`src/hw/rtl/rwas_pkg.sv`:
```
// ---------------------------------------------------------------------------
// rwas_pkg
// shared types, constants and character codes for the weekday alarm clock
// ---------------------------------------------------------------------------
package rwas_pkg;

   localparam int ALARM_SLOTS   = 3;
   localparam int SLOT_REGS     = 3;
   localparam int CSR_REGS      = SLOT_REGS + 1;
   localparam int CSR_IDX_W     = $clog2(CSR_REGS);
   localparam int CSR_ADDR_W    = CSR_IDX_W + 2;
   localparam int CSR_DATA_W    = 32;
   localparam int SLOT_CNT_W    = $clog2(ALARM_SLOTS + 1);
   localparam int FEED_W        = 2;
   localparam int FEED_MAX      = 3;
   localparam int FRAME_DIGITS  = 7;
   localparam int POS_W         = 3;
   localparam int TPS_RESET     = 20;

   localparam logic [CSR_IDX_W-1:0] REG_TPS = CSR_IDX_W'(0);

   localparam logic [7:0] CHAR_T_LO = 8'h74;
   localparam logic [7:0] CHAR_T_UP = 8'h54;
   localparam logic [7:0] CHAR_M_LO = 8'h6D;
   localparam logic [7:0] CHAR_M_UP = 8'h4D;
   localparam logic [7:0] CHAR_L_LO = 8'h6C;
   localparam logic [7:0] CHAR_L_UP = 8'h4C;
   localparam logic [7:0] CHAR_ZERO = 8'h30;
   localparam logic [7:0] CHAR_NINE = 8'h39;

   typedef enum logic {
      OP_TICK = 1'b0,
      OP_BYTE = 1'b1
   } opcode_type;

   typedef struct packed {
      logic       enable;
      logic [6:0] day_mask;
      logic [4:0] hour;
      logic [5:0] minute;
   } slot_type;

   typedef struct packed {
      logic [7:0]                   tps;
      slot_type [ALARM_SLOTS-1:0]   slots;
   } cfg_type;

   typedef struct packed {
      logic [2:0]        weekday_now;
      logic [5:0]        second_now;
      logic [5:0]        minute_now;
      logic [4:0]        hour_now;
      logic              time_valid;
      logic              set_rejected;
      logic              set_done;
      logic              report_time;
      logic [FEED_W-1:0] feed_count;
   } rsp_type;

   localparam int RSP_W     = $bits(rsp_type);
   localparam int RSP_DATA_W = ((RSP_W + 7) / 8) * 8;

   function automatic slot_type slot_reset_value(input int idx);
      slot_type v;
      case (idx)
         0:       v = slot_type'(19'd522752);
         1:       v = slot_type'(19'd306014);
         2:       v = slot_type'(19'd523520);
         default: v = slot_type'(19'd0);
      endcase
      return v;
   endfunction

endpackage

```
`src/hw/rtl/rtc_weekday_alarm_with_serial_set_unit.sv`:
```
// ---------------------------------------------------------------------------
// rtc_weekday_alarm_with_serial_set_unit
// time-of-day clock with weekday alarm slots, set by a serial frame
//
// channel   dir  contents
// req_*     in   stream: tdata rx_byte, tuser opcode
// rsp_*     out  stream: tdata feed, flags and current time
// csr_*     in   register port: divider setting and alarm slots
//
// one request per cycle while no untaken result stalls it; its result is registered
// and shows in the cycle after acceptance. the result register frees in the cycle
// it is taken, so a request can be accepted while the previous result is taken
// reset is synchronous; the clock stands until a valid set frame loads it
// ---------------------------------------------------------------------------
module rtc_weekday_alarm_with_serial_set_unit (
   input  logic                            clock,
   input  logic                            reset,
   input  logic                            req_tvalid,
   output logic                            req_tready,
   input  logic [7:0]                      req_tdata,  // [7:0] rx_byte
   input  logic                            req_tuser,  // [0] opcode
   output logic                            rsp_tvalid,
   input  logic                            rsp_tready,
   // [1:0] feed_count, [2] report_time, [3] set_done, [4] set_rejected,
   // [5] time_valid, [10:6] hour_now, [16:11] minute_now,
   // [22:17] second_now, [25:23] weekday_now, zero above
   output logic [rwas_pkg::RSP_DATA_W-1:0]  rsp_tdata,
   input  logic                            csr_psel,
   input  logic                            csr_penable,
   input  logic                            csr_pwrite,
   input  logic [rwas_pkg::CSR_ADDR_W-1:0]  csr_paddr,
   input  logic [rwas_pkg::CSR_DATA_W-1:0]  csr_pwdata,
   output logic [rwas_pkg::CSR_DATA_W-1:0]  csr_prdata,
   output logic                            csr_pready
);
   import rwas_pkg::*;

   cfg_type cfg;
   rsp_type rsp;

   assign csr_pready = 1'b1;

   rwas_csr u_csr (
      .clock       (clock),
      .reset       (reset),
      .csr_psel    (csr_psel),
      .csr_penable (csr_penable),
      .csr_pwrite  (csr_pwrite),
      .csr_paddr   (csr_paddr),
      .csr_pwdata  (csr_pwdata),
      .csr_prdata  (csr_prdata),
      .cfg         (cfg)
   );

   rwas_core u_core (
      .clock      (clock),
      .reset      (reset),
      .cfg        (cfg),
      .req_tvalid (req_tvalid),
      .req_tready (req_tready),
      .req_opcode (req_tuser),
      .req_byte   (req_tdata),
      .rsp_tvalid (rsp_tvalid),
      .rsp_tready (rsp_tready),
      .rsp        (rsp)
   );

   assign rsp_tdata = RSP_DATA_W'(rsp);

endmodule

```
`src/hw/rtl/rwas_csr.sv`:
```
// ---------------------------------------------------------------------------
// rwas_csr
// register file for the divider setting and the alarm slots
// ---------------------------------------------------------------------------
module rwas_csr (
   input  logic                           clock,
   input  logic                           reset,
   input  logic                           csr_psel,
   input  logic                           csr_penable,
   input  logic                           csr_pwrite,
   input  logic [rwas_pkg::CSR_ADDR_W-1:0] csr_paddr,
   input  logic [rwas_pkg::CSR_DATA_W-1:0] csr_pwdata,
   output logic [rwas_pkg::CSR_DATA_W-1:0] csr_prdata,
   output rwas_pkg::cfg_type              cfg
);
   import rwas_pkg::*;

   logic [7:0]                 tps_ff;
   slot_type [ALARM_SLOTS-1:0] slot_ff;
   logic [CSR_IDX_W-1:0]       idx;
   logic                       wr;

   assign idx = csr_paddr[CSR_ADDR_W-1:2];
   assign wr  = csr_psel & csr_penable & csr_pwrite;

   always_ff @(posedge clock) begin
      if (reset) begin
         tps_ff <= 8'(TPS_RESET);
         for (int i = 0; i < ALARM_SLOTS; i++) begin
            slot_ff[i] <= slot_reset_value(i);
         end
      end else if (wr) begin
         if (idx == REG_TPS) begin
            tps_ff <= csr_pwdata[7:0];
         end
         for (int i = 0; i < ALARM_SLOTS; i++) begin
            if (i < SLOT_REGS && idx == CSR_IDX_W'(i + 1)) begin
               slot_ff[i] <= slot_type'(csr_pwdata[$bits(slot_type)-1:0]);
            end
         end
      end
   end

   always_comb begin
      csr_prdata = '0;
      if (idx == REG_TPS) begin
         csr_prdata = CSR_DATA_W'(tps_ff);
      end
      for (int i = 0; i < ALARM_SLOTS; i++) begin
         if (i < SLOT_REGS && idx == CSR_IDX_W'(i + 1)) begin
            csr_prdata = CSR_DATA_W'(slot_ff[i]);
         end
      end
   end

   assign cfg.tps   = tps_ff;
   assign cfg.slots = slot_ff;

endmodule

```
`src/hw/rtl/rwas_alarm.sv`:
```
// ---------------------------------------------------------------------------
// rwas_alarm
// counts alarm slots matching a time and weekday, saturated
// ---------------------------------------------------------------------------
module rwas_alarm (
   input  rwas_pkg::cfg_type             cfg,
   input  logic [4:0]                    hour,
   input  logic [5:0]                    minute,
   input  logic [2:0]                    weekday,
   output logic [rwas_pkg::FEED_W-1:0]   feed_count
);
   import rwas_pkg::*;

   logic [SLOT_CNT_W-1:0] cnt;
   logic [7:0]            mask_ext;

   always_comb begin
      cnt = '0;
      mask_ext = '0;
      for (int i = 0; i < ALARM_SLOTS; i++) begin
         mask_ext = {1'b0, cfg.slots[i].day_mask};
         if (cfg.slots[i].enable && cfg.slots[i].hour == hour &&
             cfg.slots[i].minute == minute && mask_ext[weekday]) begin
            cnt = cnt + SLOT_CNT_W'(1);
         end
      end
      if (int'(cnt) > FEED_MAX) begin
         feed_count = FEED_W'(FEED_MAX);
      end else begin
         feed_count = FEED_W'(cnt);
      end
   end

endmodule

```
`src/hw/rtl/rwas_core.sv`:
```
// ---------------------------------------------------------------------------
// rwas_core
// time counters, serial set frame decoder and result register
// ---------------------------------------------------------------------------
module rwas_core (
   input  logic              clock,
   input  logic              reset,
   input  rwas_pkg::cfg_type cfg,
   input  logic              req_tvalid,
   output logic              req_tready,
   input  logic              req_opcode,
   input  logic [7:0]        req_byte,
   output logic              rsp_tvalid,
   input  logic              rsp_tready,
   output rwas_pkg::rsp_type rsp
);
   import rwas_pkg::*;

   logic [7:0]       div_ff, div_in;
   logic [5:0]       sec_ff, sec_in, min_ff, min_in;
   logic [4:0]       hour_ff, hour_in;
   logic [2:0]       wday_ff, wday_in;
   logic             run_ff, run_in, fed_ff, fed_in;
   logic [POS_W-1:0] pos_ff, pos_in;
   logic [3:0]       dig_ff [FRAME_DIGITS-1];
   logic [3:0]       dig_in [FRAME_DIGITS-1];
   logic             vld_ff;
   rsp_type          rsp_ff, rsp_in;

   logic             fire, sec_step, is_t, is_digit;
   logic [3:0]       val;
   logic [5:0]       tk_sec, tk_min;
   logic [4:0]       tk_hour;
   logic [2:0]       tk_wday;
   logic [6:0]       set_h, set_m, set_s;
   logic [FEED_W-1:0] alarm_cnt;

   assign fire       = req_tvalid & req_tready;
   assign req_tready = ~vld_ff | rsp_tready;
   assign rsp_tvalid = vld_ff;
   assign rsp        = rsp_ff;

   assign sec_step = ({1'b0, div_ff} + 9'd1) >= {1'b0, cfg.tps};
   assign is_t     = (req_byte == CHAR_T_LO) || (req_byte == CHAR_T_UP);
   assign is_digit = (req_byte >= CHAR_ZERO) && (req_byte <= CHAR_NINE);
   assign val      = 4'(req_byte - CHAR_ZERO);

   // seconds, minutes, hours and weekday cascade
   always_comb begin
      tk_sec  = sec_ff;
      tk_min  = min_ff;
      tk_hour = hour_ff;
      tk_wday = wday_ff;
      if (sec_ff == 6'd59) begin
         tk_sec = '0;
         if (min_ff == 6'd59) begin
            tk_min = '0;
            if (hour_ff == 5'd23) begin
               tk_hour = '0;
               tk_wday = (wday_ff == 3'd6) ? 3'd0 : wday_ff + 3'd1;
            end else begin
               tk_hour = hour_ff + 5'd1;
            end
         end else begin
            tk_min = min_ff + 6'd1;
         end
      end else begin
         tk_sec = sec_ff + 6'd1;
      end
   end

   rwas_alarm u_alarm (
      .cfg        (cfg),
      .hour       (tk_hour),
      .minute     (tk_min),
      .weekday    (tk_wday),
      .feed_count (alarm_cnt)
   );

   assign set_h = 7'(dig_ff[0]) * 7'd10 + 7'(dig_ff[1]);
   assign set_m = 7'(dig_ff[2]) * 7'd10 + 7'(dig_ff[3]);
   assign set_s = 7'(dig_ff[4]) * 7'd10 + 7'(dig_ff[5]);

   always_comb begin
      div_in  = div_ff;
      sec_in  = sec_ff;
      min_in  = min_ff;
      hour_in = hour_ff;
      wday_in = wday_ff;
      run_in  = run_ff;
      fed_in  = fed_ff;
      pos_in  = pos_ff;
      dig_in  = dig_ff;
      rsp_in  = '0;
      if (fire) begin
         if (opcode_type'(req_opcode) == OP_TICK) begin
            if (run_ff) begin
               if (!sec_step) begin
                  div_in = div_ff + 8'd1;
               end else begin
                  div_in  = '0;
                  sec_in  = tk_sec;
                  min_in  = tk_min;
                  hour_in = tk_hour;
                  wday_in = tk_wday;
                  if (tk_sec != 6'd0) begin
                     fed_in = 1'b0;
                  end else if (!fed_ff) begin
                     fed_in = 1'b1;
                     rsp_in.feed_count = alarm_cnt;
                  end
               end
            end
         end else if (is_t) begin
            if (pos_ff != '0 || !run_ff || is_t) begin
               pos_in = POS_W'(1);
            end
         end else if (pos_ff != '0) begin
            // frame in progress
            if (!is_digit) begin
               pos_in = '0;
               rsp_in.set_rejected = 1'b1;
            end else if (pos_ff != POS_W'(FRAME_DIGITS)) begin
               for (int i = 0; i < FRAME_DIGITS - 1; i++) begin
                  if (pos_ff == POS_W'(i + 1)) begin
                     dig_in[i] = val;
                  end
               end
               pos_in = pos_ff + POS_W'(1);
            end else begin
               pos_in = '0;
               if (set_h > 7'd23 || set_m > 7'd59 || set_s > 7'd59 || val > 4'd6) begin
                  rsp_in.set_rejected = 1'b1;
               end else begin
                  hour_in = set_h[4:0];
                  min_in  = set_m[5:0];
                  sec_in  = set_s[5:0];
                  wday_in = val[2:0];
                  run_in  = 1'b1;
                  fed_in  = 1'b0;
                  rsp_in.set_done = 1'b1;
               end
            end
         end else if (run_ff) begin
            if (req_byte == CHAR_M_LO || req_byte == CHAR_M_UP) begin
               rsp_in.feed_count = FEED_W'(1);
            end else if (req_byte == CHAR_L_LO || req_byte == CHAR_L_UP) begin
               rsp_in.report_time = 1'b1;
            end
         end
      end
      rsp_in.time_valid  = run_in;
      rsp_in.hour_now    = hour_in;
      rsp_in.minute_now  = min_in;
      rsp_in.second_now  = sec_in;
      rsp_in.weekday_now = wday_in;
   end

   always_ff @(posedge clock) begin
      if (reset) begin
         div_ff  <= '0;
         sec_ff  <= '0;
         min_ff  <= '0;
         hour_ff <= '0;
         wday_ff <= '0;
         run_ff  <= 1'b0;
         fed_ff  <= 1'b0;
         pos_ff  <= '0;
         vld_ff  <= 1'b0;
      end else begin
         div_ff  <= div_in;
         sec_ff  <= sec_in;
         min_ff  <= min_in;
         hour_ff <= hour_in;
         wday_ff <= wday_in;
         run_ff  <= run_in;
         fed_ff  <= fed_in;
         pos_ff  <= pos_in;
         if (fire) begin
            vld_ff <= 1'b1;
         end else if (rsp_tready) begin
            vld_ff <= 1'b0;
         end
      end
   end

   always_ff @(posedge clock) begin
      dig_ff <= dig_in;
      if (fire) begin
         rsp_ff <= rsp_in;
      end
   end

endmodule

```
`config.mk`:
```
export PLATFORM = sky130hd
export DESIGN_NAME = rtc_weekday_alarm_with_serial_set_unit
export DESIGN_NICKNAME = d
export VERILOG_FILES = /design/src/hw/rtl/rwas_pkg.sv /design/src/hw/rtl/rtc_weekday_alarm_with_serial_set_unit.sv /design/src/hw/rtl/rwas_csr.sv /design/src/hw/rtl/rwas_alarm.sv /design/src/hw/rtl/rwas_core.sv
export SDC_FILE = /design/constraint.sdc
export NUM_CORES = 1
export LEC_CHECK = 0
export BUFFER_PORTS_ARGS = -buffer_cell sky130_fd_sc_hd__clkbuf_2
export CORE_UTILIZATION = 48
export CTS_BUF_LIST = sky130_fd_sc_hd__clkbuf_4
export DETAILED_ROUTE_END_ITERATION = 8
export PLACE_DENSITY = 0.68
export SLEW_MARGIN = 15
export SYNTH_ARGS = -nofsm -noshare
export SYNTH_HDL_FRONTEND = slang
export SYNTH_HIERARCHICAL = 1
export SYNTH_SLANG_ARGS = --single-unit
export TNS_END_PERCENT = 10
```
`constraint.sdc`:
```
create_clock -name clock -period 9.46 [get_ports clock]
set_input_delay 0.946 -clock clock [delete_from_list [all_inputs] [get_ports clock]]
set_output_delay 0.946 -clock clock [all_outputs]
set_load 0.03 [all_outputs]
```
## After elaboration in Yosys (flattened, before gate mapping)

Cells that the tools add are included.

- Multiplexer cells: 97
- Bitwise gates (word level): 10
- Shifts and indexed selects: 0
- Divide/modulo/power cells: 0
- $add $sub $neg: 13
- Multipliers: 3
- Equality and inequality tests: 32
- Magnitude comparators: 8
- Reduce and logical (&&, ||, !) cells: 42

Operators with widths:

| cell | count |
|---|---|
| 2-to-1 mux 6 bit | 21 |
| 2-to-1 mux 5 bit | 12 |
| 2-to-1 mux 19 bit | 3 |
| 2-to-1 mux 3 bit | 18 |
| equality test 8 x 7 -> 1 bit, second input constant | 6 |
| AND reduction 7 bit | 6 |
| 2-to-1 mux 1 bit | 27 |
| 2-to-1 mux 2 bit | 11 |
| adder 7 x 4 -> 7 bit | 3 |
| equality test 6 bit | 3 |
| multiplier 4 x 3 -> 6 bit, second input constant | 3 |
| 2-to-1 mux 8 bit | 2 |
| equality test 5 bit | 3 |
| > comparator 7 x 6 -> 1 bit, second input constant | 2 |
| adder 6 x 1 -> 6 bit, second input constant | 2 |
| equality test 3 bit, second input constant | 4 |
| equality test 6 bit, second input constant | 2 |
| logical AND 1 bit | 10 |
| OR reduction 5 bit | 2 |
| adder 8 x 1 -> 9 bit, second input constant | 1 |
| binary-select mux 1 bit (select 3 bit) | 3 |
| >= comparator 9 x 8 -> 1 bit | 1 |
| adder 8 x 1 -> 8 bit, second input constant | 1 |
| >= comparator 8 x 6 -> 1 bit, second input constant | 1 |
| other kinds (30) | 58 |

- Bits in read-only memories: 0
- Word-level logic and storage cells: 242
- RAM bits: 0
- Memories: 0
- Latch bits: 0
- Bits in registers: 149
- Output and inout bits: 67

## Depth between registers and ports, before layout

Gate-level depths: netlist of run 1.

- Word-level depth: 18
- Mapped depth: 18
- Mapped depth without buffers: 16

## By module

Netlist of run 1, hierarchy kept.

By module, submodules not included:

| module | area each (µm²) | cells an instance | times used |
|---|---|---|---|
| rwas_core | 5391.4 | 573 | 1 |
| rwas_csr | 3160.5 | 301 | 1 |
| rwas_alarm | 628.1 | 74 | 1 |
| rtc_weekday_alarm_with_serial_set_unit | 60.1 | 9 | 1 |

## Worst setup path before layout of run 1

No wires, ideal clock.

- Path type: register -> register
- From: register u_core.sec_ff[0]
- To: register u_core.rsp_ff (netlist bit u_core/rsp[0]), data pin
- Path slack: 5.804 ns
- Data required time: 9.204 ns
- Period minus slack after synthesis: 3.656 ns
- Cell stages (with the launch flop): 13
- Arrival: 3.400 ns
- Buffers on the path: 2
- Path through: dfxtp_1 -> ha_1 -> nand4_1 -> nor4_1 -> and3_1 -> buf_2 -> mux2_2 -> clkbuf_1 -> mux4_1 -> o211ai_1 -> ha_1 -> xor2_1 -> a22o_1

RTL lines:

| element | line | text |
|---|---|---|
| start: declaration | rwas_core.sv:20 | `logic [5:0] sec_ff, sec_in, min_ff, min_in;` |
| start signal: assignment | rwas_core.sv:172 | `sec_ff <= sec_in;` |
| end signal: assignment | rwas_core.sv:190 | `rsp_ff <= rsp_in;` |
| end: declaration | rwas_core.sv:28 | `rsp_type rsp_ff, rsp_in;` |

==> results of run 1 <==
==> flip-flops by register name, indices dropped and copies added (netlist names) <==
name / cells
u_core/min_ff: 6
u_core/rsp_tvalid: 1
u_core/rsp: 26
u_core/fed_ff: 1
u_core/run_ff: 1
u_core/div_ff: 8
u_core/pos_ff: 3
u_csr/tps_ff: 8
u_core/sec_ff: 6
u_core/wday_ff: 3
u_core/hour_ff: 5
u_csr/cfg: 57
u_core/dig_ff: 24
==> power groups by stage <==
stage / sequential (W) / combinational, W / clock, W
CTS: 0.000677 / 0.000127 / 0.000439
detailed placement: 0.000691 / 0.000127 / 0
floorplan: 0.000701 / 0.0000864 / 0
global route: 0.000678 / 0.000137 / 0.000461
finish: 0.000676 / 0.000128 / 0.000429
global placement: 0.000691 / 0.000127 / 0
==> per-stage QoR <==
stage               hold slack, ns  util [%]  setup slack (ns)  power [W]  std cells
floorplan                   0.4560         -             5.804  0.0007873        974
global placement            0.4745     51.48             5.237  0.0008172       1229
detailed placement          0.4847     51.48             5.245  0.0008177       1229
CTS                         0.5058     53.05             5.214   0.001242       1260
global route                0.5346     53.07             4.904   0.001275       1261
finish                      0.5063     53.07             5.057   0.001233       1261
==> cells in the final DEF, fill, tap and decap left out, types with 5 or more instances in the layout <==
| master | instances |
|---|---|
| dfxtp_1 | 99 |
| nor2_1 | 89 |
| clkbuf_2 | 82 |
| mux2i_1 | 71 |
| nand2b_1 | 54 |
| edfxtp_1 | 50 |
| nand2_1 | 47 |
| inv_1 | 44 |
| xnor2_1 | 43 |
| ha_1 | 40 |
| a21oi_1 | 34 |
| o21ai_0 | 31 |
| nor3_1 | 23 |
| nand3_1 | 22 |
| conb_1 | 20 |
| clkbuf_4 | 19 |
| nand4_1 | 19 |
| a31oi_1 | 17 |
| mux2_2 | 17 |
| a22o_1 | 15 |
| xor2_1 | 14 |
| and3_1 | 13 |
| mux4_2 | 9 |
| nor2b_1 | 8 |
| a21o_1 | 8 |
| a221o_1 | 7 |
| buf_4 | 6 |
| a211oi_1 | 6 |
| o211ai_1 | 6 |
| fa_1 | 6 |
| a211o_1 | 5 |
| nor3b_1 | 5 |
| o2bb2ai_1 | 5 |
==> worst max-delay path, cell delays in order (launching register included) <==
cell and delay (ns):
dfxtp_1 0.48, ha_1 0.34, nand4_1 0.27, nor2_1 0.65, a31oi_1 0.16, a31oi_1 0.70, xnor2_1 0.20, nand4_1 0.10
nor3_1 0.32, o211ai_1 0.19, ha_1 0.35, xor2_1 0.18, a22o_1 0.24
==> cell families (layout without fill, tap and decap cells) <==
group / Yosys count / count (layout) / share of synthesized area [%]
multiplexers: 99 / 99 / 12.36
adder cells (fa/ha/maj): 46 / 46 / 6.716
AND/OR/NAND/NOR: 318 / 318 / 18.35
flip-flops: 149 / 149 / 37.70
other: 3 / 21 / 0.1219
XOR/XNOR: 57 / 57 / 5.403
buffers and inverters: 112 / 164 / 6.053
AO/OA/AOI/OAI: 173 / 173 / 13.30
==> final cells by class <==
cell class | instances | area [sq um] | share of cell area [%]
multi-input combinational | 713 | 5261 | 52.83
sequential | 149 | 3483 | 34.97
timing repair buffer | 88 | 455.4 | 4.573
tap | 234 | 292.8 | 2.940
inverter | 45 | 168.9 | 1.696
clock inverter | 12 | 152.6 | 1.533
clock buffer | 19 | 142.6 | 1.432
antenna | 1 | 2.502 | 0.02513
==> per-layer routing <==
layer	vias up	wire, um	GRT usage, %
met4	0	378	7.437
met3	30	1379	4.857
met5	-	0	0
met1	3542	10350	31.82
met2	253	10790	38.41
li1	3552	-	-
==> worst paths after layout <==
| kind | endpoint | slack, ns | cells past startpoint |
|---|---|---|---|
| hold / removal | u_csr/cfg[36] | 0.51 | 2 |
| hold reg to reg | u_csr/cfg[36] | 0.51 | 2 |
| setup reg to reg | u_core/rsp[0] | 5.06 | 12 |
| setup / recovery | u_core/rsp[0] | 5.06 | 12 |
==> impl_results.md, run 1 <==
* Via count at 7377
* Top cells by area, synth: dfxtp_1 (21%), edfxtp_1 (16%), mux2i_1 (7.7%)
* CTS buffer count at 17
* Synthesized flop and latch total at 149
* Async SR Flop Fraction at 0%
* Initial antenna violation count at 1
* Leak at 4.084 nW
* Reg-to-Reg Start: u_core/sec_ff[0]
* Die area at 19810 sq um
* CTS tree: done
* Gate Count Post-Synth at 957
* Count of nets after finishing at 1112
* Sequential element share of the synthesized area at 37.70%
* RSZ-0062 raised after global routing: no
* Post-Syn Area at 9240 sq um
* Hold crit path type: flop to flop
* Worst hold start: u_csr/cfg[36]
* Comb pwr share at 10.3%
* Pwr Density at 123.8 nW/um^2
* Synth top area share at 21.45%
* Pint at 0.0008973 W
* Fillers at 1727
* CTS H-tree depth at 4
* Setup Crit Path Kind: flop to flop
* # setup viols final at 0
* P_sw at 0.0003354 W
* Final Hold Viols at 0
* Fin Clk Skew at 0.02011 ns
* Max-cap viol count at 0
* Synth area leader: dfxtp_1
* Pin count of the biggest net entering global routing at 90
* Starting DRT DRC Count at 507
* Netlist cell types at 87
* First drt pass iteration count at 5
* Area Growth Syn to Fin at 7.786%
* Slew Limit Fails at 0
* # Post-CTS Setup Buffers at 0
* Outcome: complete, no violations
* Clock power frac at 34.8%
* CTS Buffer Depth at 2
* Via density at 5.850
* F_max at 227.1 MHz
* Initial Util at 49.23%
* Core area at 18770 sq um
* Final period util at 46.55%
* Clock-pin slew on the worst setup and hold paths at 0.14 ns
* Clk sinks at 149
* DR DRC count at 0
* Critical path startpoint: u_core/sec_ff[0]
* Core Rows at 50
* First-pass GRT wire length at 36300 um
* Worst Setup Start Kind: flop
* Setup TNS Final at 0 ns
* Sequential power share at 54.9%
* Root buf cell: clkbuf_4
* Worst slew pin tran at 1.106 ns
* IO Port Bufs at 83
* WL final at 22890 um
* Vias in the first global route at 6816
* Area after DPL at 9662 sq um
* Post-Syn Area per Cell at 9.655 sq um
* Routability cong. at 0.8798
* Main synth FF type: dfxtp_1
* Peak supply drop at 0.00006296 V
* Sw Share at 27.21%
* Final min period at 4.403 ns
* Grt total ovfl at 0
* Top cells by count, synth: dfxtp_1 (99), nor2_1 (89), mux2i_1 (71), nand2b_1 (54), edfxtp_1 (50)
* Layout cells sized above 1 at 15.98%
* EDFF count, synth at 50
* Worst skew pair latency at 0.58 ns
* Cell with the most instances after synthesis: dfxtp_1
* Crit path arrival time at 4.74 ns
* Global-route usage over all layers at 23.73%
* Die height at 140.7 um
* Crit path capture type: flop
* Hold Buf Count CTS at 0
* Synth warnings at 6
* Die Wd at 140.7 um
* CP required at 9.79 ns
* DR WL/cell at 18.15 um
* Post_cts resized at 0
* IO Count at 119
* Detailed placement HPWL at 16170 um
* Slew headroom at 25.99%
* CP Max Fanout at 9
* ANT nets after route at 0
* Finished Cell Area at 9960 sq um
No activity file was read; power rests on OpenSTA's default activity.
==> run 2: changes to the inputs <==
--- a/config.mk
+++ b/config.mk
@@ -9,7 +9,7 @@
 export CORE_UTILIZATION = 48
 export CTS_BUF_LIST = sky130_fd_sc_hd__clkbuf_4
 export DETAILED_ROUTE_END_ITERATION = 8
-export PLACE_DENSITY = 0.68
+export PLACE_DENSITY = 0.71
 export SLEW_MARGIN = 15
 export SYNTH_ARGS = -nofsm -noshare
 export SYNTH_HDL_FRONTEND = slang
==> constraint.sdc (replaced) <==
create_clock -name clock -period 3.5 [get_ports clock]
set_input_delay 0.35 -clock clock [delete_from_list [all_inputs] [get_ports clock]]
set_output_delay 0.35 -clock clock [all_outputs]
set_load 0.03 [all_outputs]
==> run 2 against run 1 <==
Effect of this change: sequential power grew to 2.7 times the previous value; die area stayed put; register-to-register slack worse by 5.0 ns; count of clock-buffer cells in the layout stayed put; critical endpoint is now u_core/rsp[22].
==> impl_results.md, run 2 (synthesized netlist as in run 1, its figures left out) <==
* Outcome: complete, no violations
* IO Port Bufs at 83 (unchanged)
* CP required at 3.84 ns (-5.95 ns)
* Worst slew pin tran at 0.7788 ns (-0.3272 ns)
* Pint at 0.002525 W (+180%)
* Commonest non-fill, non-tap cell in the layout: dfxtp_1
* Crit path arrival time at 3.82 ns (-0.92 ns)
* F_max at 286.8 MHz (+26%)
* Fin Clk Skew at 0.02098 ns (+0.0008681 ns)
* Clock power frac at 37.0% (+2.2 points)
* CP Max Fanout at 5 (-4)
* Reg-to-Reg Start: u_core/dig_ff[7]
* Layout cells sized above 1 at 22.33% (+6.4 points)
* Die height at 140.7 um (unchanged)
* Hold-critical path depth at 3 (+1)
* RR Endpoint: u_core/rsp[22]
* Detailed placement HPWL at 17250 um (+6.7%)
* Grt total ovfl at 0 (unchanged)
* Via density at 5.791 (-1.0%)
* R2r setup slk at 0.01 ns (-5.04 ns)
* CP bufs+invs at 1 (+1)
* # setup viols final at 0 (unchanged)
* Hold crit path type: input pin to flop
* First drt pass iteration count at 7 (+2)
* Vias in the first global route at 7231 (+6.1%)
* Final period util at 99.62% (+53 points)
* DR DRC count at 0 (unchanged)
* CTS Buffer Depth at 2 (unchanged)
* Final min period at 3.487 ns (-0.9166 ns)
* CTS buffer count at 17 (unchanged)
* Slew Limit Fails at 0 (unchanged)
* Most frequent cell on the critical path: ha_1
* RSZ-0062 raised after global routing: yes
* WL final at 23930 um (+4.6%)
* Root buf cell: clkbuf_4
* Pwr Density at 326.2 nW/um^2 (+160%)
* Starting DRT DRC Count at 573 (+13%)
* Hold_ws at 0.03834 ns (-0.4679 ns)
* Routability cong. at 0.9158 (+4.1%)
* CTS H-tree depth at 4 (unchanged)
* Pin count of the biggest net entering global routing at 65 (-28%)
* Initial Util at 49.23% (unchanged)
* Commonest non-fill, non-tap cells in the layout: dfxtp_1 (96), nor2_1 (89), clkbuf_2 (82)
* Clk sinks at 149 (unchanged)
* ANT nets after route at 0 (unchanged)
* First-pass GRT wire length at 37650 um (+3.7%)
* IO Count at 119 (unchanged)
* Die Wd at 140.7 um (unchanged)
* Peak supply drop at 0.0001914 V (+200%)
* CTS tree: done
* Leak at 4.455 nW (+9.1%)
* Worst-case reg-to-reg path depth at 10 (-2)
* P_sw at 0.0009525 W (+180%)
* Comb pwr share at 10.5% (+0.2 points)
* Core Rows at 50 (unchanged)
* Power Total at 0.003478 W (+180%)
* CP delay by family, top: simple AND/OR/NAND/NOR gates
* Max-cap viol count at 0 (unchanged)
* Ordered cell list for the critical path: ha_1 > ha_1 > fa_1 > inv_1 > nor3_1 > a32oi_1 > a22o_4 > or4_4 > or3_1 > and3_1
* Worst Hold Path EP: u_csr/cfg[2]
* Worst skew pair latency at 0.59 ns (about the same)
* Clock-pin slew on the worst setup and hold paths at 0.14 ns (about the same)
* Sequential power share at 52.6% (-2.3 points)
* Die area at 19810 sq um (unchanged)
* Core area at 18770 sq um (unchanged)
* DR WL/cell at 18.09 um (-0.33%)
* Final Hold Viols at 0 (unchanged)
* Sw Share at 27.39% (+0.18 points)
* Worst Setup Start Kind: flop
* Via count at 7662 (+3.9%)
* Slowest cell on the critical path: fa_1
* Area Growth Syn to Fin at 15.37%
* Initial antenna violation count at 1 (unchanged)
* Count of nets after finishing at 1173 (+5.5%)
* Critical path's largest stage delay at 0.54 ns (-0.16 ns)
* Setup Crit Path Kind: flop to flop
* Global-route usage over all layers at 24.57% (+0.84 points)
* Number of flip-flops in the largest register at 57 (unchanged)
* Crit path capture type: flop
* Slew headroom at 48.08% (+22 points)
* Worst hold start: csr_pwdata[2]
[run 2: worst reg2reg max path, cell delays in order (launching register included)]
cell,delay (ns)
edfxtp_1,0.46
ha_1,0.30
ha_1,0.21
fa_1,0.54
inv_1,0.07
nor3_1,0.17
a32oi_1,0.11
a22o_4,0.29
or4_4,0.52
or3_1,0.39
and3_1,0.21
[run 2: per-layer routing]
metal | GRT usage (%) | vias up | part of all wire, %
li1 | - | 3665 | -
met1 | 31.78 | 3646 | 43
met2 | 39.98 | 304 | 47
met3 | 4.789 | 47 | 7.2
met4 | 10.76 | 0 | 2.6
met5 | 0 | - | 0
[run 2: stage by stage]
step / cells / setup WS (ns) / TNS, ns / util, % / cell area (sq um)
after floorplan: 974 / 0.01500 / 0 / - / 9325
after global placement: 1278 / 0.005824 / 0 / 53.68 / 10070
after detailed placement: 1278 / -0.03159 / -0.03159 / 53.68 / 10070
after CTS: 1316 / 0.01990 / 0 / 55.83 / 10480
after global routing: 1323 / -0.1225 / -0.3154 / 56.80 / 10660
final: 1323 / 0.01346 / 0 / 56.80 / 10660
[run 2: power by group through the flow]
stage,sequential (W),clock (W),combinational [W]
after floorplan,0.00189,0,0.000234
after global placement,0.00187,0,0.000351
after detailed placement,0.00187,0,0.000352
after CTS,0.00183,0.00131,0.000358
after global routing,0.00183,0.00137,0.000387
final,0.00183,0.00129,0.000364
[run 2: layout make-up]
class                   count  area, sq um
repair buffers            149        957.2
well taps                 234        292.8
flip-flops and latches    149         3487
fillers                  1691         8108
multi-input cells         713         5414
clock inverters            13        195.2
inverters                  45        168.9
diodes                      1        2.502
clock buffers              19        142.6
[run 2: how the worst max path moves through the flow]
| stage | cells after the start | slack [ns] | startpoint | end |
|---|---|---|---|---|
| 6_report | 10 | 0.01 | u_core/dig_ff[7] | u_core/rsp[22] |
| 2_1_floorplan | 12 | 0.01 | u_core/sec_ff[1] | u_core/rsp[0] |
| 4_1_cts | 12 | 0.02 | u_core/sec_ff[1] | u_core/rsp[0] |
| 3_3_place_gp | 13 | 0.006 | u_core/sec_ff[1] | u_core/rsp[0] |
| 5_1_grt | 14 | -0.12 | u_core/sec_ff[1] | u_core/rsp[0] |
| 3_5_place_dp | 12 | -0.03 | u_core/sec_ff[1] | u_core/rsp[0] |
[run 2: timing repair]
item / CTS / global route
hold buffers: 6 / 0
pin swaps: 0 / 6
resized for setup: 2 / 23
buffers inserted: 0 / 6
hold endpoints to repair: 6 / 0
endpoints found under the setup margin: 1 / 32
==> run 3: changes to the inputs <==
--- a/config.mk
+++ b/config.mk
@@ -8,8 +8,10 @@
 export BUFFER_PORTS_ARGS = -buffer_cell sky130_fd_sc_hd__clkbuf_2
 export CORE_UTILIZATION = 48
 export CTS_BUF_LIST = sky130_fd_sc_hd__clkbuf_4
+export CTS_CLUSTER_SIZE = 24
 export DETAILED_ROUTE_END_ITERATION = 8
 export PLACE_DENSITY = 0.71
+export SETUP_SLACK_MARGIN = 0.1
 export SLEW_MARGIN = 15
 export SYNTH_ARGS = -nofsm -noshare
 export SYNTH_HDL_FRONTEND = slang
==> run 3 against run 2 <==
Effect of this change: maximum frequency is 3.7% higher; first-iteration DRC count decreased by 11%; non-clock buffer count is 7 higher; count of clock-buffer cells in the layout shrank 1; flip-flop and latch count unchanged; final cell count grew 0.53%.
==> impl_results.md, run 3 (synthesized netlist as in run 1, its figures left out) <==
* Final Hold Viols at 0 (unchanged)
* First drt pass iteration count at 5 (-2)
* Setup TNS Final at 0 ns (unchanged)
* CTS buffer count at 17 (unchanged)
* Initial antenna violation count at 1 (unchanged)
* Slowest cell on the critical path: fa_1
* Worst skew pair latency at 0.58 ns (about the same)
* Area Growth Syn to Fin at 15.82%
* Outcome: complete, no violations
* Clk sinks at 149 (unchanged)
* CTS H-tree depth at 4 (unchanged)
* IO Count at 119 (unchanged)
* Placed insts at 1278 (unchanged)
* Power Total at 0.003240 W (-6.8%)
* DR WL/cell at 18.00 um (-0.51%)
* Crit path capture type: flop
* Pin count of the biggest net entering global routing at 66 (+1.5%)
* CP required at 3.85 ns (about the same)
* Layout cells sized above 1 at 24.47% (+2.1 points)
* Die Wd at 140.7 um (unchanged)
* CTS tree: done
* Area after DPL at 10090 sq um (+0.14%)
* R2r setup slk at 0.14 ns (+0.13 ns)
* Vias in the first global route at 7203 (-0.39%)
* Fin Clk Skew at 0.02343 ns (+0.002455 ns)
* Die height at 140.7 um (unchanged)
* Via density at 5.746 (-0.79%)
* Finished Cell Area at 10700 sq um (+0.39%)
* Final period util at 96.03% (-3.6 points)
* Pwr Density at 302.7 nW/um^2 (-7.2%)
* Critical path's largest stage delay at 0.54 ns (about the same)
* Commonest non-fill, non-tap cells in the layout: dfxtp_1 (94), nor2_1 (89), clkbuf_2 (82)
* Worst Setup Start Kind: flop
* Number of flip-flops in the largest register at 57 (unchanged)
* Max-cap viol count at 0 (unchanged)
* Ordered cell list for the critical path: ha_1 > ha_2 > fa_1 > inv_2 > nor3_2 > a32oi_2 > a22o_4 > or4_4 > or3_4 > and3_4
* Reg-to-Reg Start: u_core/dig_ff[7]
* Detailed placement HPWL at 17170 um (-0.47%)
* Grt total ovfl at 0 (unchanged)
* Hold crit path type: input pin to flop
* Hold_ws at 0.04242 ns (+0.004083 ns)
* Worst Hold Path EP: u_csr/cfg[56]
* CP delay by family, top: simple AND/OR/NAND/NOR gates
* CP bufs+invs at 1 (unchanged)
* Worst hold start: csr_pwdata[18]
* Initial Util at 49.23% (unchanged)
* Leak at 4.452 nW (about the same)
* Slew Limit Fails at 0 (unchanged)
* IO Port Bufs at 83 (unchanged)
* Global-route usage over all layers at 24.47% (-0.098 points)
* RR Endpoint: u_core/rsp[22]
* WL final at 23940 um (about the same)
* CP Max Fanout at 5 (unchanged)
* Slew headroom at 43.14% (-4.9 points)
* Core Rows at 50 (unchanged)
* Core area at 18770 sq um (unchanged)
* Final Non-Filler Cells at 1330 (+0.53%)
* # setup viols final at 0 (unchanged)
* Via count at 7642 (-0.26%)
* Commonest non-fill, non-tap cell in the layout: dfxtp_1
* Count of nets after finishing at 1180 (+0.60%)
* Routability cong. at 0.9212 (+0.59%)
* Setup Crit Path Kind: flop to flop
* F_max at 297.5 MHz (+3.7%)
* CTS Buffer Depth at 2 (unchanged)
* Die area at 19810 sq um (unchanged)
* Clock-pin slew on the worst setup and hold paths at 0.14 ns (about the same)
* Starting DRT DRC Count at 512 (-11%)
* Worst slew pin tran at 0.8530 ns (+0.07414 ns)
* First-pass GRT wire length at 37560 um (-0.22%)
* Crit path arrival time at 3.71 ns (-0.11 ns)
* DR DRC count at 0 (unchanged)
* Worst-case reg-to-reg path depth at 10 (unchanged)
* Final min period at 3.361 ns (-0.1254 ns)
* ANT nets after route at 0 (unchanged)
* Peak supply drop at 0.0001651 V (-14%)
* Root buf cell: clkbuf_4
* Hold-critical path depth at 3 (unchanged)
* RSZ-0062 raised after global routing: yes
[run 3: worst reg2reg max path: cells and delay by family, from the launching register on]
kind / cells / cell delay (ns)
AO/OA/AOI/OAI: 2 / 0.37
adder cells (fa/ha/maj): 3 / 1.04
buffers and inverters: 1 / 0.05
flip-flops: 1 / 0.46
AND/OR/NAND/NOR: 4 / 1.23
[run 3: routing by layer]
| layer | global-route usage, % | wire length [um] | up-vias | share of wire [%] |
|---|---|---|---|---|
| met2 | 39.20 | 11000 | 301 | 46 |
| met3 | 5.061 | 1632 | 52 | 6.8 |
| li1 | - | - | 3690 | - |
| met5 | 0 | 0 | - | 0 |
| met1 | 31.80 | 10510 | 3599 | 44 |
| met4 | 11.21 | 792 | 0 | 3.3 |
[run 3: power breakdown]
group          switching, W  internal [W]
Sequential        0.0000164       0.00181
Clock              0.000679      0.000367
Combinational      0.000250      0.000117
[run 3: metrics by stage]
stage          setup slack [ns]  utilization [%]
6_report                 0.1388            57.02
5_1_grt                -0.02773            57.02
4_1_cts                 0.01743            55.51
3_5_place_dp           -0.01365            53.75
3_3_place_gp            0.03368            53.75
2_1_floorplan           0.07795                -
[run 3: worst max-delay path by stage]
| stage | startpoint | endpoint | slack, ns | cells after the start |
|---|---|---|---|---|
| 6_report | u_core/dig_ff[7] | u_core/rsp[22] | 0.14 | 10 |
| 3_3_place_gp | u_core/sec_ff[1] | u_core/rsp[0] | 0.03 | 12 |
| 4_1_cts | u_core/dig_ff[15] | u_core/rsp[23] | 0.02 | 11 |
| 3_5_place_dp | u_core/dig_ff[15] | u_core/rsp[6] | -0.01 | 11 |
| 2_1_floorplan | u_core/sec_ff[0] | u_core/rsp[0] | 0.08 | 12 |
| 5_1_grt | u_core/sec_ff[1] | u_core/rsp[0] | -0.03 | 15 |
[run 3: layout make-up]
cell class / count / area, sq um
flip-flops and latches: 149 / 3492
multi-input cells: 713 / 5455
diodes: 1 / 2.502
clock buffers: 18 / 135.1
inverters: 45 / 168.9
clock inverters: 14 / 125.1
repair buffers: 156 / 1030
fillers: 1624 / 8066
well taps: 234 / 292.8
[run 3: repair_timing]
item | 4_1_cts | 5_1_grt
setup buffers | 1 | 15
pin swaps | 6 | 28
setup endpoints to repair | 27 | 44
hold buffers | 3 | 0
gates resized for setup | 7 | 48
endpoints found under the hold margin | 3 | 0
